### config.mk
export PLATFORM = sky130hd
export DESIGN_NAME = vrt_div
export DESIGN_NICKNAME = d
export VERILOG_FILES = /design/src/rtl/vrt_pkg.sv /design/src/rtl/vrt_div.sv
export SDC_FILE = /design/constraint.sdc
export NUM_CORES = 1
export LEC_CHECK = 0
export BUFFER_PORTS_ARGS = -buffer_cell sky130_fd_sc_hd__buf_2
export CORE_UTILIZATION = 45
export DETAILED_ROUTE_END_ITERATION = 12
export HOLD_SLACK_MARGIN = 0.12
export PLACE_DENSITY_LB_ADDON = 0.12
export SYNTH_ARGS = -nofsm -noshare
export SYNTH_HDL_FRONTEND = slang
export SYNTH_SLANG_ARGS = --single-unit
### constraint.sdc
create_clock -name clock -period 2.84 [get_ports clock]
set_input_delay 0.426 -clock clock [delete_from_list [all_inputs] [get_ports clock]]
set_output_delay 0.426 -clock clock [all_outputs]
set_load 0.02 [all_outputs]
### src/rtl/vrt_pkg.sv
// ----------------------------------------------------------------------------
// vrt_pkg: shared types and constants of the voxel ray traversal block
// Payload structs, fixed-point widths, divider operand codes and the
// command and status bundles between the controller and the datapath.
// ----------------------------------------------------------------------------
package vrt_pkg;

   // run limit and t fraction width
   localparam int MAX_VOXELS  = 64;
   localparam int T_FRAC_BITS = 32;

   // t values: 16 integer bits and T_FRAC_BITS fraction bits
   localparam int TW = 16 + T_FRAC_BITS;
   localparam logic [TW-1:0] TMAX = '1;

   // divider: 33-bit numerator scaled by 2^T_FRAC_BITS over a 33-bit divisor
   localparam int DIV_W = 33;
   localparam int DVD_W = DIV_W + T_FRAC_BITS;
   localparam int DCNT_W = $clog2(DVD_W + 1);

   // voxel counter
   localparam int CNT_W = (MAX_VOXELS > 2) ? $clog2(MAX_VOXELS) : 1;

   // voxel size register
   localparam int SIZE_W = 31;
   localparam logic [SIZE_W-1:0] SIZE_RESET = 31'd6554;

   // divider operand select
   localparam logic [1:0] DSEL_START = 2'd0;
   localparam logic [1:0] DSEL_END   = 2'd1;
   localparam logic [1:0] DSEL_NEXT  = 2'd2;
   localparam logic [1:0] DSEL_DELTA = 2'd3;

   typedef struct packed {
      logic signed [31:0] start_x;
      logic signed [31:0] start_y;
      logic signed [31:0] start_z;
      logic signed [31:0] end_x;
      logic signed [31:0] end_y;
      logic signed [31:0] end_z;
   } req_type;

   typedef struct packed {
      logic signed [31:0] index_x;
      logic signed [31:0] index_y;
      logic signed [31:0] index_z;
      logic signed [31:0] corner_x;
      logic signed [31:0] corner_y;
      logic signed [31:0] corner_z;
      logic               last;
      logic               truncated;
   } rsp_type;

   typedef struct packed {
      logic       load;
      logic       div_start;
      logic [1:0] div_sel;
      logic [1:0] axis;
      logic       wr_start_idx;
      logic       wr_end_idx;
      logic       wr_tnext;
      logic       wr_tdelta;
      logic       mul_bound;
      logic       calc_num;
      logic       mul_corner;
      logic       sat_corner;
      logic       advance;
   } cmd_type;

   typedef struct packed {
      logic div_busy;
      logic last;
   } status_type;

endpackage

### src/rtl/vrt_div.sv
// ----------------------------------------------------------------------------
// vrt_div: restoring unsigned divider
// One quotient bit per cycle; quotient shifts into the dividend register.
// ----------------------------------------------------------------------------
module vrt_div (
   input  logic                        clock,
   input  logic                        reset,
   input  logic                        start,
   input  logic [vrt_pkg::DVD_W-1:0]   dividend,
   input  logic [vrt_pkg::DIV_W-1:0]   divisor,
   output logic                        busy,
   output logic [vrt_pkg::DVD_W-1:0]   quotient,
   output logic                        rem_nz
);

   logic [vrt_pkg::DVD_W-1:0]  dvd_ff;
   logic [vrt_pkg::DIV_W-1:0]  rem_ff;
   logic [vrt_pkg::DIV_W-1:0]  dsr_ff;
   logic [vrt_pkg::DCNT_W-1:0] cnt_ff;
   logic                       busy_ff;
   logic [vrt_pkg::DIV_W:0]    rem_sh;
   logic [vrt_pkg::DIV_W:0]    rem_sub;
   logic                       ge;

   // one trial subtract per cycle
   assign rem_sh  = {rem_ff, dvd_ff[vrt_pkg::DVD_W-1]};
   assign ge      = rem_sh >= {1'b0, dsr_ff};
   assign rem_sub = rem_sh - {1'b0, dsr_ff};

   // iteration control
   always_ff @(posedge clock) begin
      if (reset) begin
         busy_ff <= 1'b0;
         cnt_ff  <= '0;
      end else if (start) begin
         busy_ff <= 1'b1;
         cnt_ff  <= vrt_pkg::DCNT_W'(vrt_pkg::DVD_W);
      end else if (busy_ff) begin
         cnt_ff <= cnt_ff - 1'b1;
         if (cnt_ff == vrt_pkg::DCNT_W'(1)) begin
            busy_ff <= 1'b0;
         end
      end
   end

   // remainder and quotient shift
   always_ff @(posedge clock) begin
      if (start) begin
         dvd_ff <= dividend;
         dsr_ff <= divisor;
         rem_ff <= '0;
      end else if (busy_ff) begin
         dvd_ff <= {dvd_ff[vrt_pkg::DVD_W-2:0], ge};
         rem_ff <= ge ? rem_sub[vrt_pkg::DIV_W-1:0] : rem_sh[vrt_pkg::DIV_W-1:0];
      end
   end

   assign busy     = busy_ff;
   assign quotient = dvd_ff;
   assign rem_nz   = (rem_ff != '0);

endmodule

==> flow_summary.yaml, run 1 <==
worst_setup_path:
  crit_required_ns: 3.12
  path_class: "register to register"
  r2r_slack_ns: -0.16
  crit_fanout: 8
  r2r_end: "rem_ff[4]"
  r2r_start: "quotient[64]"
  cp.arrival_ns: 3.28
  reg2regPathDepth: 15
  crit_path_end_kind: "register"
  crit_path_start_kind: "register"
sta:
  fin_ws_ns: -0.159
  skew_ns: 0.0108
  finalCritPeriodShare_pct: 106
  worst_pin_slew_ns: 1.02
  rsz0062_at_grt: "yes"
  post-route-min-period_ns: 3.00
  final-max-slew-violation-count: 0
  hold_viol_final: 0
  holdWs_ns: 0.170
  slew_headroom_pct: 32.0
  fmax_ghz: 0.333
  final-setup-viol-count: 34
  tns_ns: -2.32
synth:
  synth.area.mux_share_pct: 10.3
  netlist_instances: 685
  syn_area_per_cell_um2: 11.1
  synth-edff-count: 98
  ys_seq_area_share_pct: 49.5
  synth_top_flop_cell: "edfxtp_1"
  synth-simple-area-share_pct: 9.97
  syn_area_mm2: 0.00760
  synthAdderAreaFrac_pct: 6.02
  yosysUniqueCellTypes: 70
  ys_async_sr_fraction_pct: 0
  yosys_warnings: 0
  synth_top_family_by_area: "compound AO/OA/AOI/OAI gates"
  synth_xor_area_share_pct: 3.34
  ys_ff_latch: 139
  synth_compound_area_share_pct: 16.4
  syn-num-nets: 822
min_path:
  whs_path_depth: 1
  hold_class: "primary input to register"
  hold_start: "divisor[7]"
  hold_end: "dsr_ff[7]"
global_route:
  grt-ovfl-total: 0
  grt_pass1_vias: 6026
  grt_pass1_wl_mm: 30.8
  grt_usage_pct: 22.5
  grt_max_degree: 132
  antenna_found_initial: 1
power:
  p_per_area_mw_per_mm2: 642
  ir_worst_vdd_v: 0.000455
  power_uw: 6360
  leakagePower_uw: 0.00419
final_layout:
  nets: 1031
  area_delta_synth_final_pct: 30.2
  final_cells: 1127
  drive_gt1_share_pct: 41.6
detailed_routing:
  num_vias: 6080
  drt-initial-drc-count: 368
  vias_per_cell: 5.39
  drt-pass1-iter-count: 6
  wire_per_inst_um: 17.3
  drcViolationCount: 0
  postRouteWirelength_mm: 19.5
  postRouteAntennaNets: 0
clock_network:
  clkLatencyLatePin_ns: 0.43
  cts_buffers: 17
  htreeDepth: 4
  cts_sinks: 139
  cts-root-buf: "clkbuf_16"
  cts_tree: "yes"
  cts.clk_slew.worst_paths_ns: 0.06
  cts.path.max_buffers: 2
placement:
  dp.cells: 1074
  place_ws_ns: -0.0827
  io_buffer_count: 167
  dpl.hpwl_mm: 13.3
  finalWeightedCongestion: 0.860
floorplanning:
  core_mm2: 0.0165
  io_pins: 168
  dieHeight_um: 132
  fp-row-count: 47
  chipWidth_um: 132
  initial_utilization_pct: 46.0
  design.die.area_mm2: 0.0174
status:
  status: "finished, violations left"
  violations: "setup timing"
job:
  drv_cap: 0
[power by group]
group	switching, uW	total [uW]	internal, uW	leakage, uW
sequential	112	2500	2390	0.00131
clock	908	2380	1480	0.000300
combinational	817	1470	656	0.00258
total	1840	6360	4520	0.00419
[area by class of cell]
cell class | instances | area (um^2)
fill | 1357 | 6620
sequential | 139 | 3760
multi-input combinational | 464 | 3660
timing repair buffer | 222 | 1390
clock buffer | 18 | 429
tap | 220 | 275
inverter | 50 | 193
clock inverter | 13 | 189
antenna | 1 | 2.50
[what timing repair did]
action                     in CTS  in global routing
gates resized for setup         5                 47
pin swaps                       5                 28
buffers inserted               15                  2
hold buffers                    0                  0
gates cloned                    1                  3
setup endpoints to repair      31                 34
[state kept, by name, summed over array words and instances (netlist names)]
register	flops
busy	1
cnt_ff	7
quotient	65
rem_ff	33
dsr_ff	33
[worst max-delay path, cell delays in order, from the launching register on]
cell and delay [ns]:
edfxtp_1 0.39, inv_1 0.07, ha_2 0.18, inv_2 0.04
fa_2 0.35, a211oi_2 0.28, o21bai_1 0.14, a21o_1 0.23
a21oi_4 0.19, o21bai_4 0.12, a31oi_4 0.20, buf_12 0.18
buf_12 0.15, nor3_1 0.06, a21oi_1 0.17, a211oi_2 0.10
[layer usage]
| layer | vias to the layer above | track usage [%] | part of all wire (%) |
|---|---|---|---|
| met5 | - | 0 | 0 |
| met4 | 0 | 6.46 | 1.7 |
| met3 | 24 | 7.96 | 7.3 |
| met2 | 210 | 37.6 | 48 |
| met1 | 2868 | 27.4 | 43 |
| li1 | 2978 | - | - |
[cells in the final DEF, fill, tap and decap left out, types with 4 or more instances in the layout]
| cell | count |
|---|---|
| a211oi_1 | 19 |
| a211oi_2 | 6 |
| a21o_1 | 13 |
| a21oi_1 | 36 |
| a21oi_2 | 8 |
| a22o_1 | 5 |
| a31oi_1 | 5 |
| a32oi_1 | 5 |
| buf_2 | 166 |
| buf_4 | 46 |
| bufinv_16 | 4 |
| clkbuf_16 | 20 |
| dfxtp_1 | 40 |
| edfxtp_1 | 98 |
| ha_1 | 34 |
| inv_1 | 47 |
| inv_6 | 6 |
| mux2_2 | 65 |
| nand2_1 | 34 |
| nand2_2 | 4 |
| nand3_1 | 7 |
| nand4_1 | 6 |
| nor2_1 | 50 |
| nor2_2 | 6 |
| nor2b_1 | 5 |
| nor3_1 | 13 |
| nor4_1 | 12 |
| o21a_1 | 8 |
| o21ai_0 | 14 |
| o21ai_2 | 6 |
| o21bai_1 | 7 |
| xnor2_1 | 17 |
| xor2_1 | 12 |
[worst max-delay path by stage]
stage                 start     endpoint  slack, ns  cells past startpoint
2_1_floorplan  quotient[64]  quotient[0]      -0.01                     12
3_3_place_gp   quotient[64]   rem_ff[30]      -0.04                     13
3_5_place_dp   quotient[64]    rem_ff[1]      -0.08                     13
4_1_cts        quotient[64]    rem_ff[1]      -0.02                     14
5_1_grt        quotient[64]    rem_ff[4]      -0.29                     15
6_report       quotient[64]    rem_ff[4]      -0.16                     15
[logic make-up (layout without fill, tap and decap cells)]
family,Yosys count,count (layout)
compound gates,170,170
simple gates,159,159
flops,139,139
buf+inv,82,303
mux,70,70
fa+ha+maj,36,36
xor+xnor,29,29
other cells,0,1
[synthesized netlist by cell type (2+ instances only)]
cell / n / area [um^2]
a21o_1: 13 / 97.6
a31oi_1: 7 / 43.8
nand2_1: 38 / 143
nor3_2: 2 / 20.0
nor4b_1: 2 / 17.5
and3_1: 3 / 18.8
a22o_1: 5 / 43.8
a21oi_1: 44 / 220
a211oi_1: 21 / 158
dfxtp_1: 41 / 821
clkbuf_1: 22 / 82.6
o41ai_2: 2 / 32.5
buf_2: 3 / 15.0
nor4_1: 12 / 75.1
buf_4: 3 / 22.5
a311oi_1: 3 / 26.3
edfxtp_1: 98 / 2940
nor2_1: 58 / 218
inv_1: 49 / 184
o21ai_0: 19 / 95.1
xnor2_1: 17 / 149
mux2_2: 65 / 732
buf_1: 2 / 7.51
nor3_1: 13 / 65.1
nand3_1: 7 / 35.0
xor2_1: 12 / 105
a211o_1: 2 / 17.5
buf_6: 2 / 22.5
o211ai_2: 2 / 25.0
mux2i_1: 4 / 40.0
o211ai_1: 2 / 15.0
o21ai_1: 2 / 10.0
o21bai_1: 7 / 52.6
nor2b_1: 6 / 37.5
nand4_1: 6 / 37.5
o21a_1: 8 / 60.1
o31ai_1: 3 / 22.5
nand2b_1: 3 / 18.8
a32oi_1: 5 / 43.8
ha_1: 35 / 438
a211oi_2: 4 / 50.1
o31a_1: 3 / 26.3
a21boi_0: 3 / 22.5
[through the flow]
stage               cell area, um^2  utilization [%]
floorplan                      7610                -
global placement               8870             53.7
detailed placement             8870             53.7
CTS                            9650             58.4
global route                   9900             59.9
finish                         9900             59.9
(Power assumes the default switching activity.)
==> run 2: changes to the inputs <==
--- a/config.mk
+++ b/config.mk
@@ -10,6 +10,7 @@
 export DETAILED_ROUTE_END_ITERATION = 12
 export HOLD_SLACK_MARGIN = 0.12
 export PLACE_DENSITY_LB_ADDON = 0.12
+export SKIP_LAST_GASP = 1
 export SYNTH_ARGS = -nofsm -noshare
 export SYNTH_HDL_FRONTEND = slang
 export SYNTH_SLANG_ARGS = --single-unit
==> run 2 against run 1 <==
  * The run still ends with setup timing left
  * Sequential cell count unchanged
  * Critical path depth decreased by 1
  * First-iteration DRC count increased by 3.3%
  * Register-to-register slack about the same
  * Hold slack got worse by 0.0018 ns
  * Clock skew about the same
  * Non-clock buffer count decreased by 1
  * Sequential power about the same
  * Combinational power about the same
  * Final cell count about the same
  * Power decreased by 0.28%
  * Critical path type unchanged
  * Critical endpoint is now rem_ff[1]
  * Largest cell class unchanged
  * Largest power group unchanged
==> flow_summary.yaml, run 2 (synthesized netlist as in run 1, its figures left out) <==
detailed_routing:
  vias_per_cell: 5.38
  drt-initial-drc-count: 380
  postRouteWirelength_mm: 19.4
  drcViolationCount: 0
  postRouteAntennaNets: 0
  drt-pass1-iter-count: 7
  num_vias: 6059
  wire_per_inst_um: 17.3
sta:
  worst_pin_slew_ns: 1.00
  final-setup-viol-count: 34
  final-max-slew-violation-count: 0
  fmax_ghz: 0.334
  slew_headroom_pct: 32.9
  finalCritPeriodShare_pct: 105
  hold_viol_final: 0
  post-route-min-period_ns: 2.99
  fin_ws_ns: -0.151
  skew_ns: 0.0107
  rsz0062_at_grt: "yes"
global_route:
  grt_usage_pct: 22.5
  grt_pass1_wl_mm: 30.8
  grt_max_degree: 132
  grt_pass1_vias: 6026
  antenna_found_initial: 1
  grt-ovfl-total: 0
power:
  p_sw_uw: 1830
  leakagePower_uw: 0.00416
  ir_worst_vdd_v: 0.000453
  p_comb_share_pct: 22.9
  swShare_pct: 28.9
  seq_power_share_pct: 39.4
  p_int_uw: 4510
  p_per_area_mw_per_mm2: 644
  power_frac_clock_pct: 37.6
  power_uw: 6340
final_layout:
  design_area_mm2: 0.00985
  area_delta_synth_final_pct: 29.5
  final_common_cell: "buf_2"
  final_util_pct: 59.6
  final_cells: 1126
  layout_common_cells: "166 x buf_2, 98 x edfxtp_1, 65 x mux2_2"
  nets: 1030
  n_fill_cell: 1372
  drive_gt1_share_pct: 40.4
  largest_reg_flops: 65
placement:
  placed_area_mm2: 0.00887
  place_ws_ns: -0.0827
  dpl.hpwl_mm: 13.3
  finalWeightedCongestion: 0.860
  dp.cells: 1074
  io_buffer_count: 167
clock_network:
  cts.clk_slew.worst_paths_ns: 0.06
  cts-root-buf: "clkbuf_16"
  cts_buffers: 17
  cts_sinks: 139
  htreeDepth: 4
  cts.path.max_buffers: 2
  cts_tree: "yes"
  clkLatencyLatePin_ns: 0.43
floorplanning:
  fp-row-count: 47
  dieHeight_um: 132
  core_mm2: 0.0165
  initial_utilization_pct: 46.0
  design.die.area_mm2: 0.0174
  io_pins: 168
  chipWidth_um: 132
worst_setup_path:
  path_class: "register to register"
  r2r_slack_ns: -0.15
  r2r_end: "rem_ff[1]"
  crit_fanout: 8
  r2r_start: "quotient[64]"
  cp.arrival_ns: 3.27
  crit_path_end_kind: "register"
  reg2regPathDepth: 14
  crit_path_start_kind: "register"
  crit_required_ns: 3.12
min_path:
  hold_end: "dsr_ff[7]"
  hold_class: "primary input to register"
  whs_path_depth: 1
  hold_start: "divisor[7]"
status:
  status: "finished, violations left"
  violations: "setup timing"
job:
  drv_cap: 0
-- run 2: layer usage --
| layer | global-route usage, % | part of all wire [%] | vias up |
|---|---|---|---|
| li1 | - | - | 2968 |
| met1 | 27.3 | 42 | 2863 |
| met2 | 37.6 | 48 | 203 |
| met3 | 7.96 | 7.7 | 25 |
| met4 | 6.46 | 1.6 | 0 |
| met5 | 0 | 0 | - |
-- run 2: critical path: stages, from the launching register on --
cell and delay [ns]:
edfxtp_1 0.39, inv_1 0.07, ha_2 0.17, inv_2 0.04, fa_2 0.37, a211oi_2 0.28, o21bai_1 0.14, a21o_1 0.25
a21oi_4 0.21, o21bai_4 0.10, a31oi_4 0.17, buf_12 0.18, buf_12 0.14, mux2i_2 0.23, a211oi_2 0.09
-- run 2: layout make-up --
| cell class | count | area, um^2 | area share, % |
|---|---|---|---|
| diodes | 1 | 2.50 | 0.0254 |
| clock buffers | 18 | 429 | 4.36 |
| clock inverters | 13 | 189 | 1.92 |
| inverters | 50 | 190 | 1.93 |
| multi-input cells | 464 | 3630 | 36.9 |
| flip-flops and latches | 139 | 3760 | 38.2 |
| well taps | 220 | 275 | 2.80 |
| repair buffers | 221 | 1370 | 13.9 |
-- run 2: worst max path at each step --
stage | start | endpoint | slack [ns] | cells past startpoint
floorplan | quotient[64] | quotient[0] | -0.01 | 12
global placement | quotient[64] | rem_ff[30] | -0.04 | 13
detailed placement | quotient[64] | rem_ff[1] | -0.08 | 13
CTS | quotient[64] | rem_ff[25] | -0.03 | 14
global route | quotient[64] | rem_ff[17] | -0.29 | 14
finish | quotient[64] | rem_ff[1] | -0.15 | 14
-- run 2: through the flow --
step,setup TNS [ns],hold WS (ns)
2_1_floorplan,-0.0129,0.469
3_3_place_gp,-0.0698,0.486
3_5_place_dp,-0.590,0.507
4_1_cts,-0.0675,0.152
5_1_grt,-8.13,0.149
6_report,-2.75,0.169
-- run 2: power groups by stage --
stage / Clock (uW) / Combinational (uW) / Sequential (uW)
detailed placement: 0 / 1310 / 2540
finish: 2390 / 1450 / 2500
global route: 2500 / 1570 / 2520
floorplan: 0 / 754 / 2650
global placement: 0 / 1290 / 2530
CTS: 2430 / 1380 / 2500
-- run 2: repair_timing --
action,4_1_cts,5_1_grt
cloned,1,3
hold buffers,0,0
endpoints found under the setup margin,31,34
pin swaps,3,39
setup buffers,15,1
resized for setup,3,33
==> run 3: changes to the inputs <==
--- a/config.mk
+++ b/config.mk
@@ -6,6 +6,7 @@
 export NUM_CORES = 1
 export LEC_CHECK = 0
 export BUFFER_PORTS_ARGS = -buffer_cell sky130_fd_sc_hd__buf_2
+export CORE_ASPECT_RATIO = 1.1
 export CORE_UTILIZATION = 45
 export DETAILED_ROUTE_END_ITERATION = 12
 export HOLD_SLACK_MARGIN = 0.12
==> run 3 against run 2 <==
  * The flow still finishes with violations (setup timing)
  * Sequential share of layout area is 0.19 points higher
  * Sequential power hardly changed
  * Clock skew is 0.0015 ns lower
  * Fmax is 3.8% higher
  * Clock power is 10% lower
  * Highest routed layer unchanged
==> flow_summary.yaml, run 3 (synthesized netlist as in run 1, its figures left out) <==
final_layout:
  final_cells: 1100
  nets: 1020
  antenna_cells: 0
  layout_common_cells: "166 x buf_2, 98 x edfxtp_1, 65 x mux2_2"
  largest_reg_flops: 65
  area_delta_synth_final_pct: 28.9
  drive_gt1_share_pct: 41.0
  final_common_cell: "buf_2"
sta:
  hold_viol_final: 0
  fmax_ghz: 0.347
  fin_ws_ns: -0.0430
  tns_ns: -0.119
  post-route-min-period_ns: 2.88
  final-setup-viol-count: 6
  rsz0062_at_grt: "yes"
  skew_ns: 0.00923
  final-max-slew-violation-count: 0
  finalCritPeriodShare_pct: 102
  worst_pin_slew_ns: 0.885
  slew_headroom_pct: 40.8
  holdWs_ns: 0.175
worst_setup_path:
  cp.arrival_ns: 3.21
  r2r_slack_ns: -0.04
  r2r_start: "quotient[64]"
  crit_fanout: 8
  crit_path_start_kind: "register"
  crit_required_ns: 3.16
  r2r_end: "rem_ff[25]"
  path_class: "register to register"
  reg2regPathDepth: 14
  crit_path_end_kind: "register"
status:
  violations: "setup timing"
  status: "finished, violations left"
global_route:
  grt-ovfl-total: 0
  grt_usage_pct: 22.4
  grt_max_degree: 103
  antenna_found_initial: 0
  grt_pass1_vias: 6175
  grt_pass1_wl_mm: 30.6
floorplanning:
  io_pins: 168
  chipWidth_um: 126
  design.die.area_mm2: 0.0174
  core_mm2: 0.0164
  initial_utilization_pct: 46.3
  fp-row-count: 49
  dieHeight_um: 138
min_path:
  hold_class: "primary input to register"
  hold_start: "divisor[7]"
  hold_end: "dsr_ff[7]"
  whs_path_depth: 1
placement:
  dpl.hpwl_mm: 13.5
  place_ws_ns: -0.0445
  finalWeightedCongestion: 0.879
  io_buffer_count: 167
  dp.cells: 1053
detailed_routing:
  drt-initial-drc-count: 422
  wl_met3_mm: 1.38
  wire_per_inst_um: 17.8
  wl_met2_mm: 9.75
  postRouteAntennaNets: 0
  vias_per_cell: 5.57
  postRouteWirelength_mm: 19.6
  m1WireLength_mm: 8.13
  drcViolationCount: 0
  drt-pass1-iter-count: 5
  num_vias: 6127
  top_layer: "met4"
job:
  drv_cap: 0
power:
  p_per_area_mw_per_mm2: 622
  power_uw: 6090
  ir_worst_vdd_v: 0.000444
  leakagePower_uw: 0.00413
clock_network:
  clkLatencyLatePin_ns: 0.42
  cts.clk_slew.worst_paths_ns: 0.06
  cts_hold_buf: 0
  cts.path.max_buffers: 2
  cts-root-buf: "clkbuf_16"
  cts_tree: "yes"
  htreeDepth: 4
  cts_sinks: 139
  cts_buffers: 17
-- run 3: worst max path at each step --
stage	startpoint	end	slack [ns]
after global routing	quotient[64]	rem_ff[7]	-0.20
after global placement	quotient[64]	rem_ff[30]	0.05
after floorplan	quotient[64]	quotient[0]	-0.01
after detailed placement	quotient[64]	rem_ff[30]	-0.04
final	quotient[64]	rem_ff[25]	-0.04
after CTS	quotient[64]	quotient[0]	-0.009
-- run 3: critical path, cell delays in order, from the launching register on --
cell      delay (ns)
edfxtp_1        0.38
inv_1           0.08
ha_2            0.18
inv_2           0.04
fa_2            0.35
a211oi_2        0.24
o21bai_1        0.13
a21o_1          0.22
a21oi_4         0.18
o21bai_4        0.11
a31oi_4         0.19
buf_12          0.18
buf_12          0.14
a21boi_0        0.09
a311oi_1        0.27
-- run 3: power by group --
group          internal [uW]  switching (uW)
sequential              2390             120
combinational            630             812
clock                   1220             927
-- run 3: stage by stage --
step | util [%] | instance area [um^2]
floorplan | - | 7610
global placement | 53.7 | 8820
detailed placement | 53.7 | 8820
CTS | 57.8 | 9500
global route | 59.6 | 9800
finish | 59.6 | 9800
-- run 3: what timing repair did --
action                     in CTS  in global routing
gates resized for setup         5                 50
buffers inserted                4                  6
setup endpoints to repair      20                 34
gates cloned                    2                  3
pin swaps                       3                 34
-- run 3: per-layer routing --
metal  track usage [%]  up-vias
met1              26.7     2918
met2              37.6      227
li1                  -     2954
met4              8.50        0
met3              7.20       28
met5                 0        -
-- run 3: cell type report --
type,count,area (um^2)
inverter,50,193
clock inverter,15,138
multi-input combinational,464,3690
sequential,139,3760
clock buffer,17,425
tap,204,255
timing repair buffer,211,1330
fill,1353,6630
