==> src/rtl/vrt_pkg.sv <==
// ----------------------------------------------------------------------------
// vrt_pkg: shared types and constants of the voxel ray traversal block
// Payload structs, fixed-point widths, divider operand codes and the
// command and status bundles between the controller and the datapath.
// ----------------------------------------------------------------------------
package vrt_pkg;

   // run limit and t fraction width
   localparam int MAX_VOXELS  = 64;
   localparam int T_FRAC_BITS = 32;

   // t values: 16 integer bits and T_FRAC_BITS fraction bits
   localparam int TW = 16 + T_FRAC_BITS;
   localparam logic [TW-1:0] TMAX = '1;

   // divider: 33-bit numerator scaled by 2^T_FRAC_BITS over a 33-bit divisor
   localparam int DIV_W = 33;
   localparam int DVD_W = DIV_W + T_FRAC_BITS;
   localparam int DCNT_W = $clog2(DVD_W + 1);

   // voxel counter
   localparam int CNT_W = (MAX_VOXELS > 2) ? $clog2(MAX_VOXELS) : 1;

   // voxel size register
   localparam int SIZE_W = 31;
   localparam logic [SIZE_W-1:0] SIZE_RESET = 31'd6554;

   // divider operand select
   localparam logic [1:0] DSEL_START = 2'd0;
   localparam logic [1:0] DSEL_END   = 2'd1;
   localparam logic [1:0] DSEL_NEXT  = 2'd2;
   localparam logic [1:0] DSEL_DELTA = 2'd3;

   typedef struct packed {
      logic signed [31:0] start_x;
      logic signed [31:0] start_y;
      logic signed [31:0] start_z;
      logic signed [31:0] end_x;
      logic signed [31:0] end_y;
      logic signed [31:0] end_z;
   } req_type;

   typedef struct packed {
      logic signed [31:0] index_x;
      logic signed [31:0] index_y;
      logic signed [31:0] index_z;
      logic signed [31:0] corner_x;
      logic signed [31:0] corner_y;
      logic signed [31:0] corner_z;
      logic               last;
      logic               truncated;
   } rsp_type;

   typedef struct packed {
      logic       load;
      logic       div_start;
      logic [1:0] div_sel;
      logic [1:0] axis;
      logic       wr_start_idx;
      logic       wr_end_idx;
      logic       wr_tnext;
      logic       wr_tdelta;
      logic       mul_bound;
      logic       calc_num;
      logic       mul_corner;
      logic       sat_corner;
      logic       advance;
   } cmd_type;

   typedef struct packed {
      logic div_busy;
      logic last;
   } status_type;

endpackage

==> src/rtl/vrt_ctrl.sv <==
// ----------------------------------------------------------------------------
// vrt_ctrl: traversal controller
// Sequences per-axis setup divisions, then corner products and one result
// transfer per voxel.
// ----------------------------------------------------------------------------
module vrt_ctrl (
   input  logic                 clock,
   input  logic                 reset,
   input  logic                 req_valid,
   output logic                 req_stall,
   output logic                 rsp_valid,
   input  logic                 rsp_stall,
   input  vrt_pkg::status_type  status,
   output vrt_pkg::cmd_type     cmd
);

   localparam logic [3:0] ST_IDLE      = 4'd0;
   localparam logic [3:0] ST_DIVS_GO   = 4'd1;
   localparam logic [3:0] ST_DIVS_WAIT = 4'd2;
   localparam logic [3:0] ST_DIVE_GO   = 4'd3;
   localparam logic [3:0] ST_DIVE_WAIT = 4'd4;
   localparam logic [3:0] ST_BND_MUL   = 4'd5;
   localparam logic [3:0] ST_BND_NUM   = 4'd6;
   localparam logic [3:0] ST_DIVN_GO   = 4'd7;
   localparam logic [3:0] ST_DIVN_WAIT = 4'd8;
   localparam logic [3:0] ST_DIVD_GO   = 4'd9;
   localparam logic [3:0] ST_DIVD_WAIT = 4'd10;
   localparam logic [3:0] ST_CMUL      = 4'd11;
   localparam logic [3:0] ST_CSAT      = 4'd12;
   localparam logic [3:0] ST_OUT       = 4'd13;

   logic [3:0] state_ff;
   logic [3:0] state_in;
   logic [1:0] axis_ff;
   logic [1:0] axis_in;

   // next state and commands
   always_comb begin
      state_in = state_ff;
      axis_in  = axis_ff;
      cmd      = '0;
      cmd.axis = axis_ff;
      case (state_ff)
         ST_IDLE: begin
            if (req_valid) begin
               cmd.load = 1'b1;
               axis_in  = 2'd0;
               state_in = ST_DIVS_GO;
            end
         end
         ST_DIVS_GO: begin
            cmd.div_start = 1'b1;
            cmd.div_sel   = vrt_pkg::DSEL_START;
            state_in      = ST_DIVS_WAIT;
         end
         ST_DIVS_WAIT: begin
            cmd.div_sel = vrt_pkg::DSEL_START;
            if (!status.div_busy) begin
               cmd.wr_start_idx = 1'b1;
               state_in         = ST_DIVE_GO;
            end
         end
         ST_DIVE_GO: begin
            cmd.div_start = 1'b1;
            cmd.div_sel   = vrt_pkg::DSEL_END;
            state_in      = ST_DIVE_WAIT;
         end
         ST_DIVE_WAIT: begin
            cmd.div_sel = vrt_pkg::DSEL_END;
            if (!status.div_busy) begin
               cmd.wr_end_idx = 1'b1;
               state_in       = ST_BND_MUL;
            end
         end
         ST_BND_MUL: begin
            cmd.mul_bound = 1'b1;
            state_in      = ST_BND_NUM;
         end
         ST_BND_NUM: begin
            cmd.calc_num = 1'b1;
            state_in     = ST_DIVN_GO;
         end
         ST_DIVN_GO: begin
            cmd.div_start = 1'b1;
            cmd.div_sel   = vrt_pkg::DSEL_NEXT;
            state_in      = ST_DIVN_WAIT;
         end
         ST_DIVN_WAIT: begin
            cmd.div_sel = vrt_pkg::DSEL_NEXT;
            if (!status.div_busy) begin
               cmd.wr_tnext = 1'b1;
               state_in     = ST_DIVD_GO;
            end
         end
         ST_DIVD_GO: begin
            cmd.div_start = 1'b1;
            cmd.div_sel   = vrt_pkg::DSEL_DELTA;
            state_in      = ST_DIVD_WAIT;
         end
         ST_DIVD_WAIT: begin
            cmd.div_sel = vrt_pkg::DSEL_DELTA;
            if (!status.div_busy) begin
               cmd.wr_tdelta = 1'b1;
               if (axis_ff == 2'd2) begin
                  axis_in  = 2'd0;
                  state_in = ST_CMUL;
               end else begin
                  axis_in  = axis_ff + 2'd1;
                  state_in = ST_DIVS_GO;
               end
            end
         end
         ST_CMUL: begin
            cmd.mul_corner = 1'b1;
            state_in       = ST_CSAT;
         end
         ST_CSAT: begin
            cmd.sat_corner = 1'b1;
            if (axis_ff == 2'd2) begin
               axis_in  = 2'd0;
               state_in = ST_OUT;
            end else begin
               axis_in  = axis_ff + 2'd1;
               state_in = ST_CMUL;
            end
         end
         ST_OUT: begin
            if (!rsp_stall) begin
               if (status.last) begin
                  state_in = ST_IDLE;
               end else begin
                  cmd.advance = 1'b1;
                  axis_in     = 2'd0;
                  state_in    = ST_CMUL;
               end
            end
         end
         default: begin
            state_in = ST_IDLE;
         end
      endcase
   end

   // state registers
   always_ff @(posedge clock) begin
      if (reset) begin
         state_ff <= ST_IDLE;
         axis_ff  <= 2'd0;
      end else begin
         state_ff <= state_in;
         axis_ff  <= axis_in;
      end
   end

   assign req_stall = (state_ff != ST_IDLE);
   assign rsp_valid = (state_ff == ST_OUT);

endmodule

==> config.mk <==
export PLATFORM = sky130hd
export DESIGN_NAME = vrt_ctrl
export DESIGN_NICKNAME = d
export VERILOG_FILES = /design/src/rtl/vrt_pkg.sv /design/src/rtl/vrt_ctrl.sv
export SDC_FILE = /design/constraint.sdc
export NUM_CORES = 1
export LEC_CHECK = 0
export BUFFER_PORTS_ARGS = -buffer_cell sky130_fd_sc_hd__buf_2
export CAP_MARGIN = 30
export CELL_PAD_IN_SITES_DETAIL_PLACEMENT = 0
export CELL_PAD_IN_SITES_GLOBAL_PLACEMENT = 1
export CORE_UTILIZATION = 36
export CTS_CLUSTER_DIAMETER = 100
export DETAILED_ROUTE_END_ITERATION = 8
export HOLD_SLACK_MARGIN = 0.06
export PLACE_DENSITY_LB_ADDON = 0.1
export SLEW_MARGIN = 30
export SYNTH_ARGS = -nofsm -noshare
export SYNTH_HDL_FRONTEND = slang
export SYNTH_SLANG_ARGS = --single-unit
==> constraint.sdc <==
create_clock -name clock -period 2.5 [get_ports clock]
set_input_delay 0.25 -clock clock [delete_from_list [all_inputs] [get_ports clock]]
set_output_delay 0.25 -clock clock [all_outputs]
set_load 0.03 [all_outputs]
==> flow_summary_export.csv, run 1 <==
group,metric,value,unit
floorplan,die_area,1981,um^2
synthesis,synth-adder-area-share,0,%
clock_tree,cts_resized,0,
final_layout,multi_input_area,471.7,um^2
synthesis,ys_ff_latch,6,
final_layout,final_cells,130,
power_and_ir_drop,vdd_ir_drop_max,317.8,uV
setup_path,cp.arrival,1.87,ns
clock_tree,cts_sinks,6,
floorplan,row_count,14,
global_routing,grt_max_degree,25,
setup_path,crit_fanout,24,
routing,wl_per_cell,12.47,um
setup_path,ff2ff_path_depth,4,
floorplan,coreArea,1594,um^2
routing,drcViolationCount,0,
synthesis,synth_xor_area_share,2.692,%
run,max_cap_violations,0,
global_routing,grt.overflow.total,0,
clock_tree,clock_path_buffers,2,
clock_tree,cts_hold_buf,0,
synthesis,syn_area,650.6,um^2
synthesis,synth_compound_area_share,30.00,%
clock_tree,cts_buffers,3,
synthesis,synth_edf_count,0,
setup_path,slowest_stage,"dfxtp_1",
setup_path,cp.buffers_inverters,1,
sta,final_hold_viol_count,0,
final_layout,register_area,120.1,um^2
place,hpwl,1.177,mm
global_routing,grt_antenna_before_repair,0,
synthesis,async_reset_ff_share,0,%
sta,setup_viol,0,
sta,post-route-min-period,2.121,ns
setup_path,cp.depth,3,
routing,ant_nets,0,
synthesis,synth_top_family_by_area,"simple AND/OR/NAND/NOR gates",
synthesis,synth-simple-area-share,34.42,%
run_status,outcome,"finished clean",
setup_path,reg2reg_from,"state_ff[2]",
place,post-place-cells,127,
global_routing,grt_pass1_wl,2.553,mm
power_and_ir_drop,p_leak,0.3850,nW
setup_path,worstSetupPathType,"reg -> out",
setup_path,crit_end,"cmd[5]",
sta,fin_setup_tns,0,ns
setup_path,slowest_delay,0.81,ns
final_layout,layout.nets,114,
setup_path,rr_endpoint,"axis_ff[1]",
synthesis,ys_seq_area_share,18.46,%
min_path,hold_depth,2,
sta,timing.slew.headroom,49.09,%
synthesis,yosys_warnings,0,
place,place_ws,0.5812,ns
sta,drv_slew,0,
clock_tree,clk_pin_slew_worst_paths,0.04,ns
floorplan,die_w,44.51,um
routing,vias_per_cell,5.523,
clock_tree,post-cts-setup-buffer-count,0,
setup_path,crit_path_start_kind,"register",
setup_path,required,2.25,ns
final_layout,utilization,48.74,%
setup_path,crit_start,"state_ff[1]",
synthesis,syn_nets,94,
sta,fmax,471.5,MHz
routing,via_count,718,
synthesis,muxShareOfSynthArea,5.385,%
clock_tree,cts_tree,"built",
power_and_ir_drop,power_density,561.8,nW/um^2
final_layout,fillerInstances,178,
sta,worst_slack,0.3791,ns
sta,timing.hold.ws,0.3164,ns
global_routing,grt_pass1_vias,587,
synthesis,postSynthAreaPerCell,7.393,um^2
routing,dr.pass1.iters,4,
synthesis,yosys_most_used_dff,"dfxtp_1",
setup_path,r2r_slack,0.54,ns
routing,drt_iter0_markers,25,
final_layout,area_growth,19.42,%
clock_tree,clock-root-buffer,"clkbuf_4",
global_routing,grt_usage,17.18,%
sta,post-route-period-util,84.83,%
sta,tightest_slew,0.7627,ns
place,portBuffers,22,
min_path,hold_path_class,"in -> reg",
routing,drt-total-wl,1.621,mm
sta,rsz0062_at_grt,"no",
final_layout,antenna_cells,0,
synthesis,syn_inst,88,
floorplan,floorplan.initialDensity,40.82,%
place,routabilityCongestion,0.7628,
setup_path,crit_chain,"or3b_1 -> nor2_1 -> buf_2",
sta,fin_worst_skew,0.001045,ns
final_layout,drive_above_1_share,32.08,%
floorplan,die_height,44.51,um
clock_tree,clk_latency,0.24,ns
synthesis,synthDistinctLibCells,40,
floorplan,io_pins,23,
clock_tree,h-tree-depth,1,
setup_path,end_kind,"output pin",
setup_path,crit_family,"flip-flops",
-- worst min path at each step --
stage | start | slack, ns | endpoint
finish | rsp_stall | 0.32 | state_ff[0]
global route | rsp_stall | 0.31 | state_ff[0]
CTS | rsp_stall | 0.31 | state_ff[0]
detailed placement | axis_ff[0] | 0.52 | axis_ff[0]
global placement | axis_ff[0] | 0.51 | axis_ff[0]
floorplan | rsp_stall | 0.40 | state_ff[0]
-- layout make-up --
class                   count  share of cell area, %
clock buffers               3                  2.899
inverters                   2                 0.9662
multi-input cells          71                  60.71
flip-flops and latches      6                  15.46
well taps                  24                  3.865
repair buffers             24                  16.10
-- layer usage --
metal	global-route usage, %	up-vias	wire length [um]	share of wire (%)
li1	-	365	-	-
met1	23.77	330	812	50
met2	26.18	23	702	43
met3	6.122	0	106	6.5
met4	2.424	0	0	0
met5	0	-	0	0
-- cells in the final DEF, fill, tap and decap left out, types with 3 or more instances in the layout --
cell	instances
o21ai_0	5
nand2_1	6
buf_2	22
a32o_1	4
nand2b_1	3
dfxtp_1	6
and3_1	4
nor2_1	8
clkbuf_4	3
nor3_1	3
a21oi_1	4
-- Yosys cell counts, types with 3 or more instances --
library cell,instances,share of area (%)
and3_1,4,3.8
nand2b_1,3,2.9
nor2_1,8,4.6
nor3_1,3,2.3
a21oi_1,4,3.1
o21ai_0,5,3.8
a32o_1,4,6.2
clkbuf_1,3,1.7
dfxtp_1,6,18
nand2_1,6,3.5
-- report_power, final --
group | switching (mW) | total [mW] | internal [mW]
combinational | 0.123 | 0.208 | 0.0845
clock | 0.0314 | 0.0855 | 0.0540
sequential | 0.0385 | 0.143 | 0.105
total | 0.193 | 0.437 | 0.243
-- logic make-up (layout without fill, tap and decap cells) --
logic type      after synthesis  count (layout)
simple gates                 40              40
buf+inv                      11              29
flops                         6               6
xor+xnor                      2               2
compound gates               26              26
mux                           3               3
-- flip-flops by register name (all words and copies together) (netlist names) --
signal    cells
state_ff      4
axis_ff       2
-- metrics by stage --
| step | area, um^2 | total power, mW |
|---|---|---|
| finish | 777.0 | 0.4366 |
| global route | 777.0 | 0.4676 |
| CTS | 777.0 | 0.4399 |
| detailed placement | 754.5 | 0.3506 |
| global placement | 754.5 | 0.3531 |
| floorplan | 650.6 | 0.3065 |
Power figures use the tool's default switching activity.
==> run 2, diff against run 1 <==
--- a/config.mk
+++ b/config.mk
@@ -5,11 +5,12 @@
 export SDC_FILE = /design/constraint.sdc
 export NUM_CORES = 1
 export LEC_CHECK = 0
+export ABC_AREA = 1
 export BUFFER_PORTS_ARGS = -buffer_cell sky130_fd_sc_hd__buf_2
 export CAP_MARGIN = 30
 export CELL_PAD_IN_SITES_DETAIL_PLACEMENT = 0
 export CELL_PAD_IN_SITES_GLOBAL_PLACEMENT = 1
-export CORE_UTILIZATION = 36
+export CORE_UTILIZATION = 29
 export CTS_CLUSTER_DIAMETER = 100
 export DETAILED_ROUTE_END_ITERATION = 8
 export HOLD_SLACK_MARGIN = 0.06
==> constraint.sdc (replaced) <==
create_clock -name clock -period 2.1 [get_ports clock]
set_input_delay 0.21 -clock clock [delete_from_list [all_inputs] [get_ports clock]]
set_output_delay 0.21 -clock clock [all_outputs]
set_load 0.03 [all_outputs]
==> flow_summary_export.csv, run 2 <==
group,metric,value,unit
run_status,outcome,"finished clean",
routing,drt-total-wl,1.717,mm
setup_path,crit_fanout,10,
setup_path,cp.arrival,1.58,ns
power_and_ir_drop,p_leak,0.4697,nW
clock_tree,clk_pin_slew_worst_paths,0.05,ns
final_layout,fillerInstances,231,
synthesis,syn_inst,114,
sta,final_hold_viol_count,0,
synthesis,synth_top_area_share,21.83,%
sta,timing.slew.headroom,78.70,%
place,hpwl,1.404,mm
routing,wl_per_cell,10.41,um
final_layout,antenna_cells,0,
place,portBuffers,22,
routing,ant_nets,0,
routing,drcViolationCount,0,
setup_path,cp.buffers_inverters,2,
setup_path,end_kind,"output pin",
sta,rsz0062_at_grt,"no",
global_routing,grt_pass1_wl,2.566,mm
final_layout,area_growth,26.40,%
synthesis,yosys-top-cells-area,"nand2_1 22%, dfxtp_1 20%, nor2_1 14%, inv_1 8.7%, nand2_2 6.2%",
final_layout,multi_input_area,414.1,um^2
sta,post-route-period-util,85.24,%
global_routing,grt_usage,16.11,%
sta,setup_viol,0,
final_layout,drive_above_1_share,27.54,%
synthesis,synthDistinctLibCells,16,
setup_path,crit_chain,"nand2_1 -> inv_1 -> nand3_1 -> nor2_1 -> buf_2",
floorplan,io_pins,23,
floorplan,die_area,2261,um^2
min_path,hold_path_class,"in -> reg",
sta,fin_setup_tns,0,ns
floorplan,row_count,16,
floorplan,coreArea,1962,um^2
sta,drv_slew,0,
clock_tree,cts_tree,"built",
sta,tightest_slew,0.3190,ns
final_layout,regMostFlops,"state_ff",
floorplan,die_w,47.56,um
sta,timing.hold.ws,0.2003,ns
clock_tree,cts_resized,0,
power_and_ir_drop,vdd_ir_drop_max,367.0,uV
routing,dr.pass1.iters,4,
floorplan,floorplan.initialDensity,30.68,%
global_routing,grt.overflow.total,0,
synthesis,yosys_most_used_dff,"dfxtp_1",
routing,drt_iter0_markers,23,
global_routing,grt_max_degree,11,
run,max_cap_violations,0,
place,routabilityCongestion,0.8503,
synthesis,syn_nets,120,
clock_tree,clock_path_buffers,2,
routing,vias_per_cell,4.667,
setup_path,slowest_delay,0.50,ns
final_layout,largest_reg_flops,4,
sta,fmax,558.6,MHz
sta,fin_worst_skew,0.004193,ns
setup_path,crit_family,"flip-flops",
synthesis,yosys_warnings,0,
final_layout,layout.nets,146,
clock_tree,clk_latency,0.24,ns
global_routing,grt_pass1_vias,581,
clock_tree,cts_hold_buf,0,
synthesis,async_reset_ff_share,0,%
clock_tree,h-tree-depth,1,
sta,post-route-min-period,1.790,ns
setup_path,crit_path_start_kind,"register",
final_layout,register_area,120.1,um^2
synthesis,syn_area,601.8,um^2
clock_tree,cts_buffers,3,
power_and_ir_drop,power_density,683.0,nW/um^2
synthesis,ys_ff_latch,6,
routing,via_count,770,
floorplan,die_height,47.56,um
final_layout,layout_commonest_cell,"nand2_1",
global_routing,grt_antenna_before_repair,0,
final_layout,final_cell_area,760.7,um^2
synthesis,synth_common_cells,"35 x nand2_1, 23 x nor2_1, 14 x inv_1",
setup_path,slowest_stage,"dfxtp_1",
clock_tree,clock-root-buffer,"clkbuf_4",
final_layout,reg.largest.list,"state_ff (4), axis_ff (2)",
synthesis,synth_area_leader_cell,"nand2_1",
clock_tree,cts_sinks,6,
synthesis,synth_edf_count,0,
setup_path,worstSetupPathType,"reg -> out",
synthesis,synth_most_common_cell,"nand2_1",
final_layout,most-common-layout-cells,"35 x nand2_1, 23 x nor2_1, 22 x buf_2",
place,dpl-instance-area,738.2,um^2
setup_path,required,1.89,ns
synthesis,postSynthAreaPerCell,5.279,um^2
synthesis,ys_seq_area_share,19.96,%
clock_tree,post-cts-setup-buffer-count,0,
==> run 2: changes by cell type after synthesis, sizes merged, moves of 4 or more <==
cell,change
inv,+14
nand3,+5
o21ai,-6
and3,-4
buf,-5
nor2,+19
a32o,-4
nand2,+35
==> run 2: per-stage QoR <==
step | std cells | utilization [%] | total power, mW | setup WS [ns]
after global routing | 165 | 38.78 | 0.5645 | 0.1335
after floorplan | 114 | - | 0.3509 | 0.4192
after detailed placement | 162 | 37.63 | 0.4170 | 0.5609
after global placement | 162 | 37.63 | 0.4215 | 0.5357
after CTS | 165 | 38.78 | 0.5280 | 0.2883
final | 165 | 38.78 | 0.5195 | 0.3100
==> run 2: layout make-up <==
cell class / instances / area share [%]
clock buffer: 3 / 2.961
inverter: 16 / 7.895
multi-input combinational: 91 / 54.44
sequential: 6 / 15.79
tap: 27 / 4.441
timing repair buffer: 22 / 14.47
==> run 2: report_power, final <==
part	switching (mW)	internal [mW]
clock	0.0406	0.0646
combinational	0.181	0.0746
sequential	0.0273	0.131
==> run 2: logic make-up after synthesis <==
family | synth area share [%]
flops | 19.96
simple gates | 61.12
compound gates | 7.692
buf+inv | 11.23
==> run 2: path summary, 6_finish.rpt <==
kind            endpoint         from  depth (start not counted)  slack, ns
max               cmd[0]  state_ff[3]                          5       0.31
min          state_ff[1]        reset                          2       0.20
max reg2reg   axis_ff[1]  state_ff[3]                          9       0.56
min reg2reg  state_ff[2]  state_ff[2]                          2       0.55
==> run 2: per-layer routing <==
layer	part of all wire [%]	wire length, um	global-route usage, %
met1	48	820	23.04
met3	5.5	95	4.528
met2	47	801	25.75
met5	0	0	0
met4	0	0	0
==> run 3, diff against run 2 <==
--- a/config.mk
+++ b/config.mk
@@ -5,12 +5,11 @@
 export SDC_FILE = /design/constraint.sdc
 export NUM_CORES = 1
 export LEC_CHECK = 0
-export ABC_AREA = 1
 export BUFFER_PORTS_ARGS = -buffer_cell sky130_fd_sc_hd__buf_2
 export CAP_MARGIN = 30
 export CELL_PAD_IN_SITES_DETAIL_PLACEMENT = 0
 export CELL_PAD_IN_SITES_GLOBAL_PLACEMENT = 1
-export CORE_UTILIZATION = 29
+export CORE_UTILIZATION = 33
 export CTS_CLUSTER_DIAMETER = 100
 export DETAILED_ROUTE_END_ITERATION = 8
 export HOLD_SLACK_MARGIN = 0.06
==> flow_summary_export.csv, run 3 (synthesized netlist as in run 1, its figures left out) <==
group,metric,value,unit
final_layout,largest_reg_flops,4,
sta,timing.hold.ws,0.2705,ns
power_and_ir_drop,p_leak,0.4107,nW
clock_tree,cts_tree,"built",
routing,drt_iter0_markers,13,
sta,timing.slew.headroom,73.49,%
run,max_cap_violations,0,
setup_path,required,1.89,ns
clock_tree,post-cts-setup-buffer-count,0,
min_path,hold_path_class,"in -> reg",
global_routing,grt_antenna_before_repair,0,
routing,drt-total-wl,1.779,mm
sta,post-route-period-util,87.95,%
setup_path,rr_endpoint,"axis_ff[1]",
min_path,worstHoldStart,"rsp_stall",
routing,wl_per_cell,13.08,um
floorplan,die_w,46.40,um
setup_path,end_kind,"output pin",
floorplan,die_area,2153,um^2
global_routing,grt.overflow.total,0,
sta,final_hold_viol_count,0,
global_routing,grt_pass1_wl,2.939,mm
setup_path,crit_fanout,12,
floorplan,die_height,46.40,um
sta,drv_slew,0,
setup_path,crit_chain,"and2_1 -> and3_1 -> nor3b_1 -> buf_2",
setup_path,slowest_delay,0.55,ns
routing,vias_per_cell,5.353,
floorplan,floorplan.initialDensity,36.49,%
setup_path,r2r_slack,0.37,ns
final_layout,area_growth,25.58,%
sta,tightest_slew,0.3971,ns
final_layout,layout_commonest_cell,"buf_2",
sta,setup_viol,0,
routing,via_count,728,
setup_path,crit_path_start_kind,"register",
power_and_ir_drop,vdd_ir_drop_max,413.8,uV
sta,fmax,541.4,MHz
place,routabilityCongestion,0.8702,
clock_tree,clk_pin_slew_worst_paths,0.05,ns
final_layout,regMostFlops,"state_ff",
sta,rsz0062_at_grt,"no",
min_path,min_to,"state_ff[0]",
global_routing,grt_pass1_vias,624,
clock_tree,h-tree-depth,1,
clock_tree,clock_path_buffers,2,
global_routing,grt_max_degree,17,
final_layout,drive_above_1_share,36.04,%
final_layout,layout.nets,119,
global_routing,grt_usage,19.76,%
clock_tree,clk_latency,0.24,ns
run_status,outcome,"finished clean",
sta,fin_setup_tns,0,ns
sta,fin_worst_skew,0.006090,ns
setup_path,slowest_stage,"dfxtp_1",
final_layout,antenna_cells,0,
routing,ant_nets,0,
place,hpwl,1.390,mm
power_and_ir_drop,p_total,546.9,uW
clock_tree,cts_sinks,6,
min_path,hold_depth,2,
clock_tree,clock-root-buffer,"clkbuf_4",
power_and_ir_drop,power_density,669.4,nW/um^2
setup_path,ff2ff_path_depth,4,
floorplan,row_count,15,
final_layout,reg.largest.list,"state_ff (4), axis_ff (2)",
final_layout,most-common-layout-cells,"22 x buf_2, 8 x nor2_1, 7 x buf_4",
sta,post-route-min-period,1.847,ns
floorplan,coreArea,1783,um^2
place,portBuffers,22,
setup_path,worstSetupPathType,"reg -> out",
routing,drcViolationCount,0,
clock_tree,cts_buffers,3,
routing,dr.pass1.iters,4,
floorplan,io_pins,23,
final_layout,fillerInstances,199,
setup_path,cp.arrival,1.64,ns
setup_path,reg2reg_from,"state_ff[2]",
-- run 3: cell types whose count changed in the layout (fill, tap and decap cells not counted), sizes merged, moves of 3 or more --
cell | before | now
buf | 22 | 29
nand3 | 7 | 2
nand2 | 41 | 6
nor2 | 27 | 8
nand2b | 0 | 3
o21ai | 1 | 7
inv | 16 | 2
a32o | 0 | 4
and3 | 0 | 4
-- run 3: critical path, delay by kind of cell (launching register included) --
kind	cells	cell delay, ns
and+or+nand+nor	3	0.61
buffers and inverters	1	0.22
DFF	1	0.55
-- run 3: repair_timing --
action,in CTS,in global routing
gates resized for setup,0,1
setup endpoints to repair,0,1
hold buffers,0,0
-- run 3: per-stage QoR --
step | utilization [%] | cell area [um^2] | std cells | setup WS, ns
global route | 45.82 | 817.0 | 136 | 0.1254
finish | 45.82 | 817.0 | 136 | 0.2530
CTS | 45.75 | 815.8 | 136 | 0.1335
detailed placement | 44.49 | 793.3 | 133 | 0.3724
floorplan | - | 650.6 | 88 | 0.06885
global placement | 44.49 | 793.3 | 133 | 0.3937
-- run 3: worst max path at each step --
stage	from	to	slack (ns)	cells after the start
after detailed placement	state_ff[3]	axis_ff[1]	0.37	4
after CTS	state_ff[3]	cmd[0]	0.13	5
final	state_ff[2]	cmd[0]	0.25	4
after floorplan	state_ff[0]	cmd[0]	0.07	3
after global routing	state_ff[2]	cmd[11]	0.13	4
after global placement	state_ff[2]	axis_ff[1]	0.39	4
-- run 3: metal layers --
layer / vias up / GRT usage (%) / share of wire [%]
li1: 374 / - / -
met1: 333 / 26.98 / 47
met2: 21 / 28.89 / 46
met3: 0 / 8.235 / 6.3
met4: 0 / 3.529 / 0
met5: - / 0 / 0
-- run 3: final cells by class --
| class | count | area (um^2) | share of cell area, % |
|---|---|---|---|
| well taps | 25 | 31.28 | 3.828 |
| repair buffers | 29 | 162.7 | 19.91 |
| flip-flops and latches | 6 | 121.4 | 14.85 |
| multi-input cells | 71 | 471.7 | 57.73 |
| clock buffers | 3 | 22.52 | 2.757 |
| inverters | 2 | 7.507 | 0.9188 |
-- run 3: report_power, final --
part / total, mW / switching (mW) / internal (mW)
registers: 0.148 / 0.0230 / 0.125
clock network: 0.107 / 0.0420 / 0.0647
logic: 0.293 / 0.174 / 0.119
total: 0.547 / 0.239 / 0.308
